[config.mk]
export PLATFORM = sky130hd
export DESIGN_NAME = size_text_parser
export DESIGN_NICKNAME = d
export VERILOG_FILES = /design/src/hdl/stp_pkg.sv /design/src/hdl/stp_char_step.sv /design/src/hdl/stp_resolve.sv /design/src/hdl/size_text_parser.sv
export SDC_FILE = /design/constraint.sdc
export NUM_CORES = 1
export LEC_CHECK = 0
export BUFFER_PORTS_ARGS = -buffer_cell sky130_fd_sc_hd__buf_2
export CORE_MARGIN = 2
export CORE_UTILIZATION = 39
export CTS_BUF_LIST = sky130_fd_sc_hd__clkbuf_8
export DETAILED_ROUTE_END_ITERATION = 10
export HOLD_SLACK_MARGIN = 0.12
export PLACE_DENSITY = 0.53
export SETUP_SLACK_MARGIN = 0.2
export SLEW_MARGIN = 10
export SYNTH_ARGS = -nofsm -noshare
export SYNTH_HDL_FRONTEND = slang
export SYNTH_SLANG_ARGS = --single-unit
[constraint.sdc]
create_clock -name clk -period 10.1 [get_ports clk]
set_clock_uncertainty 0.1 [all_clocks]
set_input_delay 1.01 -clock clk [delete_from_list [all_inputs] [get_ports clk]]
set_output_delay 1.01 -clock clk [all_outputs]
set_load 0.01 [all_outputs]
[src/hdl/stp_pkg.sv]
package stp_pkg;

  // Parser phase codes
  localparam logic [1:0] PH_FIRST  = 2'd0;
  localparam logic [1:0] PH_SIGNED = 2'd1;
  localparam logic [1:0] PH_DIGITS = 2'd2;
  localparam logic [1:0] PH_SUFFIX = 2'd3;

  // Sign codes
  localparam logic [1:0] SG_SET   = 2'd0;
  localparam logic [1:0] SG_PLUS  = 2'd1;
  localparam logic [1:0] SG_MINUS = 2'd2;

  // Characters of the grammar
  localparam logic [7:0] CH_PLUS  = 8'h2B;
  localparam logic [7:0] CH_MINUS = 8'h2D;
  localparam logic [7:0] CH_ZERO  = 8'h30;
  localparam logic [7:0] CH_NINE  = 8'h39;
  localparam logic [7:0] CH_LOW_K = 8'h6B;
  localparam logic [7:0] CH_LOW_M = 8'h6D;
  localparam logic [7:0] CH_LOW_G = 8'h67;
  localparam logic [7:0] CASE_BIT = 8'h20;

  localparam int ACC_W  = 64;
  localparam int SIZE_W = 63;

  typedef struct packed {
    logic [1:0]       phase;
    logic [1:0]       sign_mode;
    logic [ACC_W-1:0] acc;
    logic             invalid;
  } parse_state_t;

  localparam parse_state_t PARSE_RESET = '{
    phase:     PH_FIRST,
    sign_mode: SG_SET,
    acc:       '0,
    invalid:   1'b0
  };

endpackage

[src/hdl/stp_char_step.sv]
module stp_char_step
  import stp_pkg::*;
(
  input  logic [7:0]   chr,
  input  parse_state_t cur_st,
  output parse_state_t next_st
);

  logic             is_digit;
  logic [3:0]       digit;
  logic [ACC_W-1:0] base;
  logic [ACC_W+3:0] mac;
  logic             mac_ovf;
  logic [7:0]       folded;
  logic             sfx_k;
  logic             sfx_m;
  logic             sfx_g;

  assign is_digit = (chr >= CH_ZERO) && (chr <= CH_NINE);
  assign digit    = 4'(chr - CH_ZERO);
  // A first digit starts from zero
  assign base     = (cur_st.phase == PH_DIGITS) ? cur_st.acc : '0;
  // acc * 10 + d as two shifts and two adds
  assign mac      = {1'b0, base, 3'b000} + {3'b000, base, 1'b0} + {{ACC_W{1'b0}}, digit};
  assign mac_ovf  = |mac[ACC_W+3:ACC_W];

  assign folded = chr | CASE_BIT;
  assign sfx_k  = (folded == CH_LOW_K);
  assign sfx_m  = (folded == CH_LOW_M);
  assign sfx_g  = (folded == CH_LOW_G);

  always_comb begin
    next_st = cur_st;
    if (!cur_st.invalid) begin
      case (cur_st.phase)
        PH_FIRST: begin
          if (chr == CH_PLUS) begin
            next_st.sign_mode = SG_PLUS;
            next_st.phase     = PH_SIGNED;
          end else if (chr == CH_MINUS) begin
            next_st.sign_mode = SG_MINUS;
            next_st.phase     = PH_SIGNED;
          end else if (is_digit) begin
            next_st.acc   = mac[ACC_W-1:0];
            next_st.phase = PH_DIGITS;
          end else begin
            next_st.invalid = 1'b1;
          end
        end
        PH_SIGNED: begin
          if (is_digit) begin
            next_st.acc   = mac[ACC_W-1:0];
            next_st.phase = PH_DIGITS;
          end else begin
            next_st.invalid = 1'b1;
          end
        end
        PH_DIGITS: begin
          if (is_digit) begin
            if (mac_ovf) begin
              next_st.invalid = 1'b1;
            end else begin
              next_st.acc = mac[ACC_W-1:0];
            end
          end else if (sfx_k) begin
            if (|cur_st.acc[ACC_W-1:ACC_W-10]) begin
              next_st.invalid = 1'b1;
            end else begin
              next_st.acc   = {cur_st.acc[ACC_W-11:0], 10'd0};
              next_st.phase = PH_SUFFIX;
            end
          end else if (sfx_m) begin
            if (|cur_st.acc[ACC_W-1:ACC_W-20]) begin
              next_st.invalid = 1'b1;
            end else begin
              next_st.acc   = {cur_st.acc[ACC_W-21:0], 20'd0};
              next_st.phase = PH_SUFFIX;
            end
          end else if (sfx_g) begin
            if (|cur_st.acc[ACC_W-1:ACC_W-30]) begin
              next_st.invalid = 1'b1;
            end else begin
              next_st.acc   = {cur_st.acc[ACC_W-31:0], 30'd0};
              next_st.phase = PH_SUFFIX;
            end
          end else begin
            next_st.invalid = 1'b1;
          end
        end
        default: begin
          next_st.invalid = 1'b1;
        end
      endcase
    end
  end

endmodule

[src/hdl/stp_resolve.sv]
module stp_resolve
  import stp_pkg::*;
(
  input  parse_state_t      fin_st,
  input  logic [SIZE_W-1:0] cur_size,
  output logic              bad,
  output logic [SIZE_W-1:0] size_out
);

  logic [SIZE_W:0]   sum;
  logic [SIZE_W:0]   diff;
  logic              parse_bad;
  logic [SIZE_W-1:0] res;

  assign parse_bad = fin_st.invalid
                   || ((fin_st.phase != PH_DIGITS) && (fin_st.phase != PH_SUFFIX))
                   || fin_st.acc[ACC_W-1];
  assign sum  = {1'b0, cur_size} + {1'b0, fin_st.acc[SIZE_W-1:0]};
  assign diff = {1'b0, cur_size} - {1'b0, fin_st.acc[SIZE_W-1:0]};

  always_comb begin
    bad = parse_bad;
    res = fin_st.acc[SIZE_W-1:0];
    case (fin_st.sign_mode)
      SG_PLUS: begin
        res = sum[SIZE_W-1:0];
        if (sum[SIZE_W]) begin
          bad = 1'b1;
        end
      end
      SG_MINUS: begin
        // Floor at zero when the value exceeds the current size
        res = diff[SIZE_W] ? '0 : diff[SIZE_W-1:0];
      end
      default: begin
        res = fin_st.acc[SIZE_W-1:0];
      end
    endcase
    size_out = bad ? '0 : res;
  end

endmodule

[src/hdl/size_text_parser.sv]
// Channel  Handshake             Payload
// -------  --------------------  ---------------------------------------
// input    in_valid / in_ready   chr[7:0], is_last, current_size[62:0]
// output   out_valid / out_ready status, new_size[62:0]
//
// One character per cycle unless the input stalls; the character step
// (multiply-by-ten add or suffix shift) updates the parse state from the input
// register. A last character then passes the final and result registers
// before out_valid rises. Reset (rst, synchronous) empties all stages and
// clears the parse state. Only a last character waits for room downstream:
// the input stalls while one sits in the input register, both later stages
// are full and out_ready is low.
module size_text_parser
  import stp_pkg::*;
(
  input  logic              clk,
  input  logic              rst,
  input  logic              in_valid,
  output logic              in_ready,
  input  logic [7:0]        chr,
  input  logic              is_last,
  input  logic [SIZE_W-1:0] current_size,
  output logic              out_valid,
  input  logic              out_ready,
  output logic              status,
  output logic [SIZE_W-1:0] new_size
);

  // Input register
  logic              r_v;
  logic [7:0]        r_chr;
  logic              r_last;
  logic [SIZE_W-1:0] r_cur;

  // Parse state, carried from character to character
  parse_state_t      st;
  parse_state_t      st_next;

  // Final register: parse state after the last character plus its size
  logic              f_v;
  parse_state_t      fin;
  logic [SIZE_W-1:0] f_cur;

  // Result register
  logic              o_v;
  logic              o_status;
  logic [SIZE_W-1:0] o_size;

  logic              o_free;
  logic              f_free;
  logic              r_go;
  logic              res_bad;
  logic [SIZE_W-1:0] res_size;

  // Advance each stage when the one after it can take its contents
  assign o_free   = !o_v || out_ready;
  assign f_free   = !f_v || o_free;
  // Only a last character needs room downstream
  assign r_go     = r_v && (!r_last || f_free);
  assign in_ready = !r_v || r_go;

  stp_char_step u_step (
    .chr     (r_chr),
    .cur_st  (st),
    .next_st (st_next)
  );

  stp_resolve u_resolve (
    .fin_st   (fin),
    .cur_size (f_cur),
    .bad      (res_bad),
    .size_out (res_size)
  );

  // Capture the request
  always_ff @(posedge clk) begin
    if (rst) begin
      r_v <= 1'b0;
    end else if (in_ready) begin
      r_v <= in_valid;
    end
  end

  always_ff @(posedge clk) begin
    if (in_ready && in_valid) begin
      r_chr  <= chr;
      r_last <= is_last;
      r_cur  <= current_size;
    end
  end

  // Step the parse state; clear it once the last character has gone through
  always_ff @(posedge clk) begin
    if (rst) begin
      st <= PARSE_RESET;
    end else if (r_go) begin
      st <= r_last ? PARSE_RESET : st_next;
    end
  end

  // Final stage: hold the finished parse for the sign arithmetic
  always_ff @(posedge clk) begin
    if (rst) begin
      f_v <= 1'b0;
    end else if (f_free) begin
      f_v <= r_go && r_last;
    end
  end

  always_ff @(posedge clk) begin
    if (f_free && r_go && r_last) begin
      fin   <= st_next;
      f_cur <= r_cur;
    end
  end

  // Result register
  always_ff @(posedge clk) begin
    if (rst) begin
      o_v <= 1'b0;
    end else if (o_free) begin
      o_v <= f_v;
    end
  end

  always_ff @(posedge clk) begin
    if (o_free && f_v) begin
      o_status <= res_bad;
      o_size   <= res_size;
    end
  end

  assign out_valid = o_v;
  assign status    = o_status;
  assign new_size  = o_size;

  // A last character leaves the parser back at its start
  a_clear_after_last: assert property (@(posedge clk) disable iff (rst)
    (r_go && r_last) |=> (st.phase == PH_FIRST && st.sign_mode == SG_SET && !st.invalid))
    else $error("parse state not cleared after last character");

  // An invalid result carries a zero size
  a_bad_is_zero: assert property (@(posedge clk) disable iff (rst)
    (out_valid && status) |-> (new_size == '0))
    else $error("invalid result with nonzero size");

  // A blocked input means a character is waiting in the input register
  a_ready_reason: assert property (@(posedge clk) disable iff (rst)
    !in_ready |-> (r_v && r_last && f_v && o_v && !out_ready))
    else $error("input stalled without a full pipeline");

  // The final stage holds while the result register is stalled
  a_fin_hold: assert property (@(posedge clk) disable iff (rst)
    (f_v && !o_free) |=> (f_v && $stable(fin) && $stable(f_cur)))
    else $error("final stage changed under stall");

endmodule

==> flow_summary.json, run 1 <==
{
  "crit_fanout": 42,
  "routed_wl_mm": 116.9,
  "powerDensity_nw_per_um2": 104.8,
  "routed_via_density": 6.390,
  "synth.distinct_cells": 97,
  "regToRegEndpoint": "st[64]$_SDFFE_PP0P_",
  "fp.dieW_um": 273.1,
  "setup_viol": 0,
  "layout_commonest_cell": "a21oi_1",
  "hold_viol": 0,
  "area_growth_pct": 9.596,
  "hpwl_mm": 87.16,
  "n_fill_cell": 7234,
  "path_clk_slew_ps": 70,
  "grt_first_pass_wirelength_mm": 172.2,
  "avgRoutedWirePerCell_um": 26.75,
  "die_area_um2": 74580,
  "required_ps": 10610,
  "postSynth.asyncResetShare_pct": 0,
  "dr.first_iter.drc_count": 3519,
  "synth_edf_count": 267,
  "met2WireLength_mm": 50.08,
  "min_to": "f_cur[41]$_DFFE_PP_",
  "finalMaxSlewViolations": 0,
  "start_util_pct": 39.44,
  "antenna_found_initial": 3,
  "drtAntennaViolNets": 0,
  "status": "finished, final reports clean",
  "startpoint_type": "register",
  "ys_seq_elements": 339,
  "relSlewSlack_pct": 15.62,
  "layout_common_cells": "361 x a21oi_1, 302 x nand2_1, 291 x nor2_1",
  "syn-instance-count": 3339,
  "post_cts_buffers": 0,
  "ios": 142,
  "portBuffers": 141,
  "crit_path_end_kind": "register",
  "ys.warnings.count": 0,
  "finalCritPeriodShare_pct": 76.15,
  "setup_tns_ps": 0,
  "m1WireLength_mm": 52.39,
  "core_um2": 71610,
  "highest_layer": "met4",
  "cts_root_buf": "clkbuf_8",
  "grtUsageTotal_pct": 30.35,
  "finalCriticalPeriod_ps": 7692,
  "synth_area_um2": 28240,
  "path_class": "reg -> reg",
  "r2r-start": "st[68]$_SDFFE_PP0P_",
  "num_rows": 98,
  "fmax_ghz": 0.1300,
  "tightest_slew_ps": 1264,
  "first_global_vias": 26630,
  "drive_above_1_share_pct": 10.12,
  "p_leak_uw": 0.01209,
  "post_cts_resized": 0,
  "r2r_cells": 20,
  "tritoncts": "built",
  "cts_max_level": 2,
  "cts.sinks": 339,
  "cp.arrival_ps": 8200,
  "ys_seq_area_share_pct": 33.49,
  "synth_flop_cell": "edfxtp_1",
  "r2r_slack_ps": 2410,
  "syn_nets": 3673,
  "grt.overflow.total": 0,
  "worstHoldPathCells": 0,
  "maxCapViolations": 0,
  "clk_path_buf_depth": 3,
  "cts-hold-fix-buffers": 0,
  "syn_avg_cell_area_um2": 8.458,
  "firstDrtPassIters": 6,
  "worstHoldStart": "r_cur[41]$_DFFE_PP_",
  "vdd_drop_max_v": 0.0001393,
  "insertion_delay_ps": 700,
  "dpl_cell_area_um2": 29700,
  "routed-via-count": 27920,
  "rsz0062_at_grt": "false",
  "drc": 0,
  "min_path_type": "reg -> reg",
  "cts_made_buffers": 57,
  "wl_met3_mm": 9.971,
  "nNetsFinal": 3705,
  "gp_congestion": 0.9985,
  "fp.dieH_um": 273.1,
  "grt_max_degree": 65,
  "design_area_um2": 30950
}
sequential cells by signal (all words and copies together), names as in the netlist:
register / flops
st: 69
fin: 68
f_cur: 63
new_size: 63
r_cur: 63
r_chr: 8
f_v: 1
out_valid: 1
r_last: 1
r_v: 1
status: 1
layer usage:
layer / global-route usage [%] / up-vias
li1: - / 12660
met1: 43.34 / 13570
met2: 46.19 / 1453
met3: 4.771 / 244
met4: 10.90 / 0
met5: 0 / -
through the flow:
| step | utilization (%) | hold WS [ps] | std cells | power (uW) | setup WS (ps) |
|---|---|---|---|---|---|
| detailed placement | 41.48 | 304.5 | 4261 | 1916 | 2328 |
| global route | 43.22 | 324.2 | 4369 | 3356 | 1955 |
| CTS | 43.18 | 313.3 | 4367 | 3267 | 2359 |
| global placement | 41.48 | 304.8 | 4261 | 1915 | 2509 |
| finish | 43.22 | 315.1 | 4369 | 3244 | 2408 |
| floorplan | - | 300.3 | 3339 | 1796 | 2555 |
layout make-up:
type	instances	area (um2)	area share (%)
Antenna cell	1	2.502	0.008085
Sequential cell	339	9460	30.56
Tap cell	950	1189	3.840
Timing Repair Buffer	187	1071	3.460
Clock inverter	46	394.1	1.273
Multi-Input combinational cell	2612	17360	56.08
Inverter	174	653.1	2.110
Clock buffer	60	825.8	2.668
cell families after synthesis:
kind of cell,synth area share (%)
simple gates,16.26
fa+ha+maj,11.51
mux,0.4829
buf+inv,5.365
flops,33.49
compound gates,28.79
xor+xnor,4.094
how the worst max path moves through the flow:
stage                     slack, ps           startpoint                  end
after floorplan                2560            out_ready   f_cur[0]$_DFFE_PP_
after global placement         2510  st[68]$_SDFFE_PP0P_    fin[22]$_DFFE_PP_
after detailed placement       2330  st[68]$_SDFFE_PP0P_    fin[22]$_DFFE_PP_
after CTS                      2360  st[68]$_SDFFE_PP0P_    fin[22]$_DFFE_PP_
after global routing           1950  st[68]$_SDFFE_PP0P_    fin[22]$_DFFE_PP_
final                          2410  st[68]$_SDFFE_PP0P_  st[64]$_SDFFE_PP0P_
where the power goes:
group | leakage [uW] | total (uW) | switching [uW] | internal (uW)
clock | 0.000670 | 1350 | 613 | 734
combinational | 0.00831 | 317 | 217 | 99.8
sequential | 0.00310 | 1580 | 31.4 | 1550
total | 0.0121 | 3240 | 862 | 2380
worst max-delay path: stages, from the launching register on:
cell and delay (ps):
dfxtp_2 830, inv_1 510, nor2_1 200, buf_4 270, nand2_1 130, xnor2_1 160
ha_1 200, a31o_2 210, ha_1 340, o211ai_1 120, o21ai_1 350, o211ai_1 200
a311oi_1 700, nand3_1 310, a21o_1 320, o21ai_1 230, xnor2_1 280, a41o_1 790
nor2b_2 880, a221o_1 340, a22o_1 130
Yosys cell counts (41+ instances only):
cell / count / area share [%]
a21oi_1: 362 / 6.4
nand2_1: 303 / 4.0
nor2_1: 297 / 3.9
o21ai_0: 254 / 4.5
nand4_1: 48 / 1.1
edfxtp_1: 267 / 28
a22oi_1: 41 / 1.1
xnor2_1: 105 / 3.3
and3_1: 65 / 1.4
dfxtp_1: 72 / 5.1
nor3_1: 66 / 1.2
ha_1: 255 / 11
clkbuf_1: 178 / 2.4
inv_1: 166 / 2.2
o21bai_1: 48 / 1.3
nand3_1: 57 / 1.0
a21o_1: 42 / 1.1
(Power assumes the default switching activity.)
==> run 2: changes to the inputs <==
- PLACE_DENSITY: 0.53 -> 0.55
- clock period: 10.1 -> 6.2 ns (I/O delays scaled with it)
==> run 2 against run 1 <==
Against the previous run: die area unchanged; clock power increased by 70%; final area increased by 4.5%; first-iteration DRC count decreased by 9.9%; combinational power increased by 79%; final cell count increased by 3.6%; maximum frequency increased by 32%; hold slack got worse by 140 ps; sequential share of layout area decreased by 1.3 points; critical path depth unchanged; global-route usage increased by 1.4 points; clock-buffer cell count increased by 4; critical path type unchanged; largest cell class unchanged.
==> flow_summary.json, run 2 (synthesis results as in run 1) <==
{
  "fin_cells": 4525,
  "place_inst": 4336,
  "area_growth_pct": 14.58,
  "fp.dieH_um": 273.1,
  "fp.dieW_um": 273.1,
  "ios": 142,
  "finalMaxSlewViolations": 0,
  "routed_via_density": 6.325,
  "post_cts_resized": 0,
  "place_ws_ps": 411.8,
  "layout_common_cells": "360 x a21oi_1, 302 x nand2_1, 292 x nor2_1",
  "cp.arrival_ps": 6160,
  "vdd_drop_max_v": 0.0001800,
  "clk_path_buf_depth": 3,
  "setup_tns_ps": 0,
  "die_area_um2": 74580,
  "maxCapViolations": 0,
  "path_class": "reg -> reg",
  "power.total_uw": 5433,
  "first_global_vias": 27250,
  "required_ps": 6530,
  "tightest_slew_ps": 1238,
  "insertion_delay_ps": 710,
  "core_um2": 71610,
  "firstDrtPassIters": 6,
  "tritoncts": "built",
  "cts_max_level": 2,
  "drtAntennaViolNets": 0,
  "p_leak_uw": 0.01283,
  "dr.first_iter.drc_count": 3171,
  "cts_root_buf": "clkbuf_8",
  "cts_made_buffers": 61,
  "nNetsFinal": 3857,
  "status": "finished, final reports clean",
  "gp_congestion": 1.015,
  "r2r_cells": 20,
  "fin_ws_ps": 370.2,
  "powerDensity_nw_per_um2": 167.9,
  "antenna_found_initial": 3,
  "largest_reg_flops": 69,
  "grtUsageTotal_pct": 31.77,
  "routed-via-count": 28620,
  "path_clk_slew_ps": 60,
  "portBuffers": 141,
  "finalCriticalPeriod_ps": 5830,
  "num_rows": 98,
  "routed_wl_mm": 122.1,
  "largest_register": "st",
  "min_path_type": "in -> reg",
  "hold_viol": 0,
  "reg_top3": "st (69), fin (68)",
  "setup_viol": 0,
  "crit_fanout": 10,
  "grt.overflow.total": 0,
  "rsz0062_at_grt": "false",
  "relSlewSlack_pct": 17.37,
  "startpoint_type": "register",
  "drc": 0,
  "drive_above_1_share_pct": 12.03,
  "finalCritPeriodShare_pct": 94.03,
  "layout_commonest_cell": "a21oi_1",
  "start_util_pct": 39.44,
  "cts.sinks": 339,
  "grt_first_pass_wirelength_mm": 178.6,
  "avgRoutedWirePerCell_um": 26.98,
  "grt_max_degree": 129,
  "worstHoldPathCells": 4,
  "crit_path_end_kind": "register",
  "hpwl_mm": 92.78,
  "fmax_ghz": 0.1715
}
==> run 2: cell types whose count changed in the layout (fill, tap and decap cells not counted), sizes merged <==
| cell | delta |
|---|---|
| buf | +75 |
| clkbuf | +4 |
| clkinvlp | +3 |
| dlygate4sd3 | +73 |
| inv | +1 |
==> run 2: stage by stage <==
| step | util, % | instance area (um2) | hold WS, ps |
|---|---|---|---|
| CTS | 45.16 | 32340 | 129.8 |
| finish | 45.19 | 32360 | 170.7 |
| floorplan | - | 28240 | 300.3 |
| global route | 45.19 | 32360 | 161.1 |
| detailed placement | 42.29 | 30290 | 304.5 |
| global placement | 42.29 | 30290 | 300.6 |
==> run 2: worst paths after layout <==
| path | slack, ps | endpoint | startpoint |
|---|---|---|---|
| setup / recovery | 370 | fin[40]$_DFFE_PP_ | st[68]$_SDFFE_PP0P_ |
| hold / removal | 170 | out_valid$_SDFFE_PP0P_ | out_ready |
| setup reg to reg | 370 | fin[40]$_DFFE_PP_ | st[68]$_SDFFE_PP0P_ |
| hold reg to reg | 320 | f_cur[60]$_DFFE_PP_ | r_cur[60]$_DFFE_PP_ |
==> run 2: worst max-delay path, cell delays in order, from the launching register on <==
cell and delay (ps):
dfxtp_2 360, inv_1 60, nor2_1 210, nand2_1 160, xnor2_1 160, ha_1 200, a31o_2 220, ha_1 350
o211ai_1 120, o21ai_1 290, o211ai_1 200, a311oi_1 440, buf_4 200, nand3_1 120, a21o_1 290, o21ai_1 300
xnor2_1 280, a41o_1 630, a221o_1 230, o21ai_0 110, o21ai_0 510
==> run 2: where the power goes <==
group | internal, uW | leakage (uW) | total [uW] | switching (uW)
sequential | 2520 | 0.00310 | 2570 | 49.7
clock | 1270 | 0.000718 | 2290 | 1030
combinational | 198 | 0.00901 | 569 | 371
==> run 2: timing repair <==
action | in CTS | in global routing
hold buffers | 73 | 0
setup buffers | 0 | 1
endpoints found under the setup margin | 0 | 1
hold endpoints to repair | 73 | 0
==> run 2: routing by layer <==
metal	GRT usage [%]	wire, um	vias to the layer above
li1	-	-	12940
met1	43.71	52860	13840
met2	49.80	53600	1547
met3	4.569	9849	297
met4	13.32	5767	2
met5	0	13	-
==> run 2: area by class of cell <==
cell class / count / area, um2
Antenna cell: 1 / 2.502
Clock buffer: 64 / 880.8
Clock inverter: 50 / 437.9
Fill cell: 7108 / 39250
Inverter: 174 / 653.1
Multi-Input combinational cell: 2612 / 17340
Sequential cell: 339 / 9460
Tap cell: 950 / 1189
Timing Repair Buffer: 335 / 2395
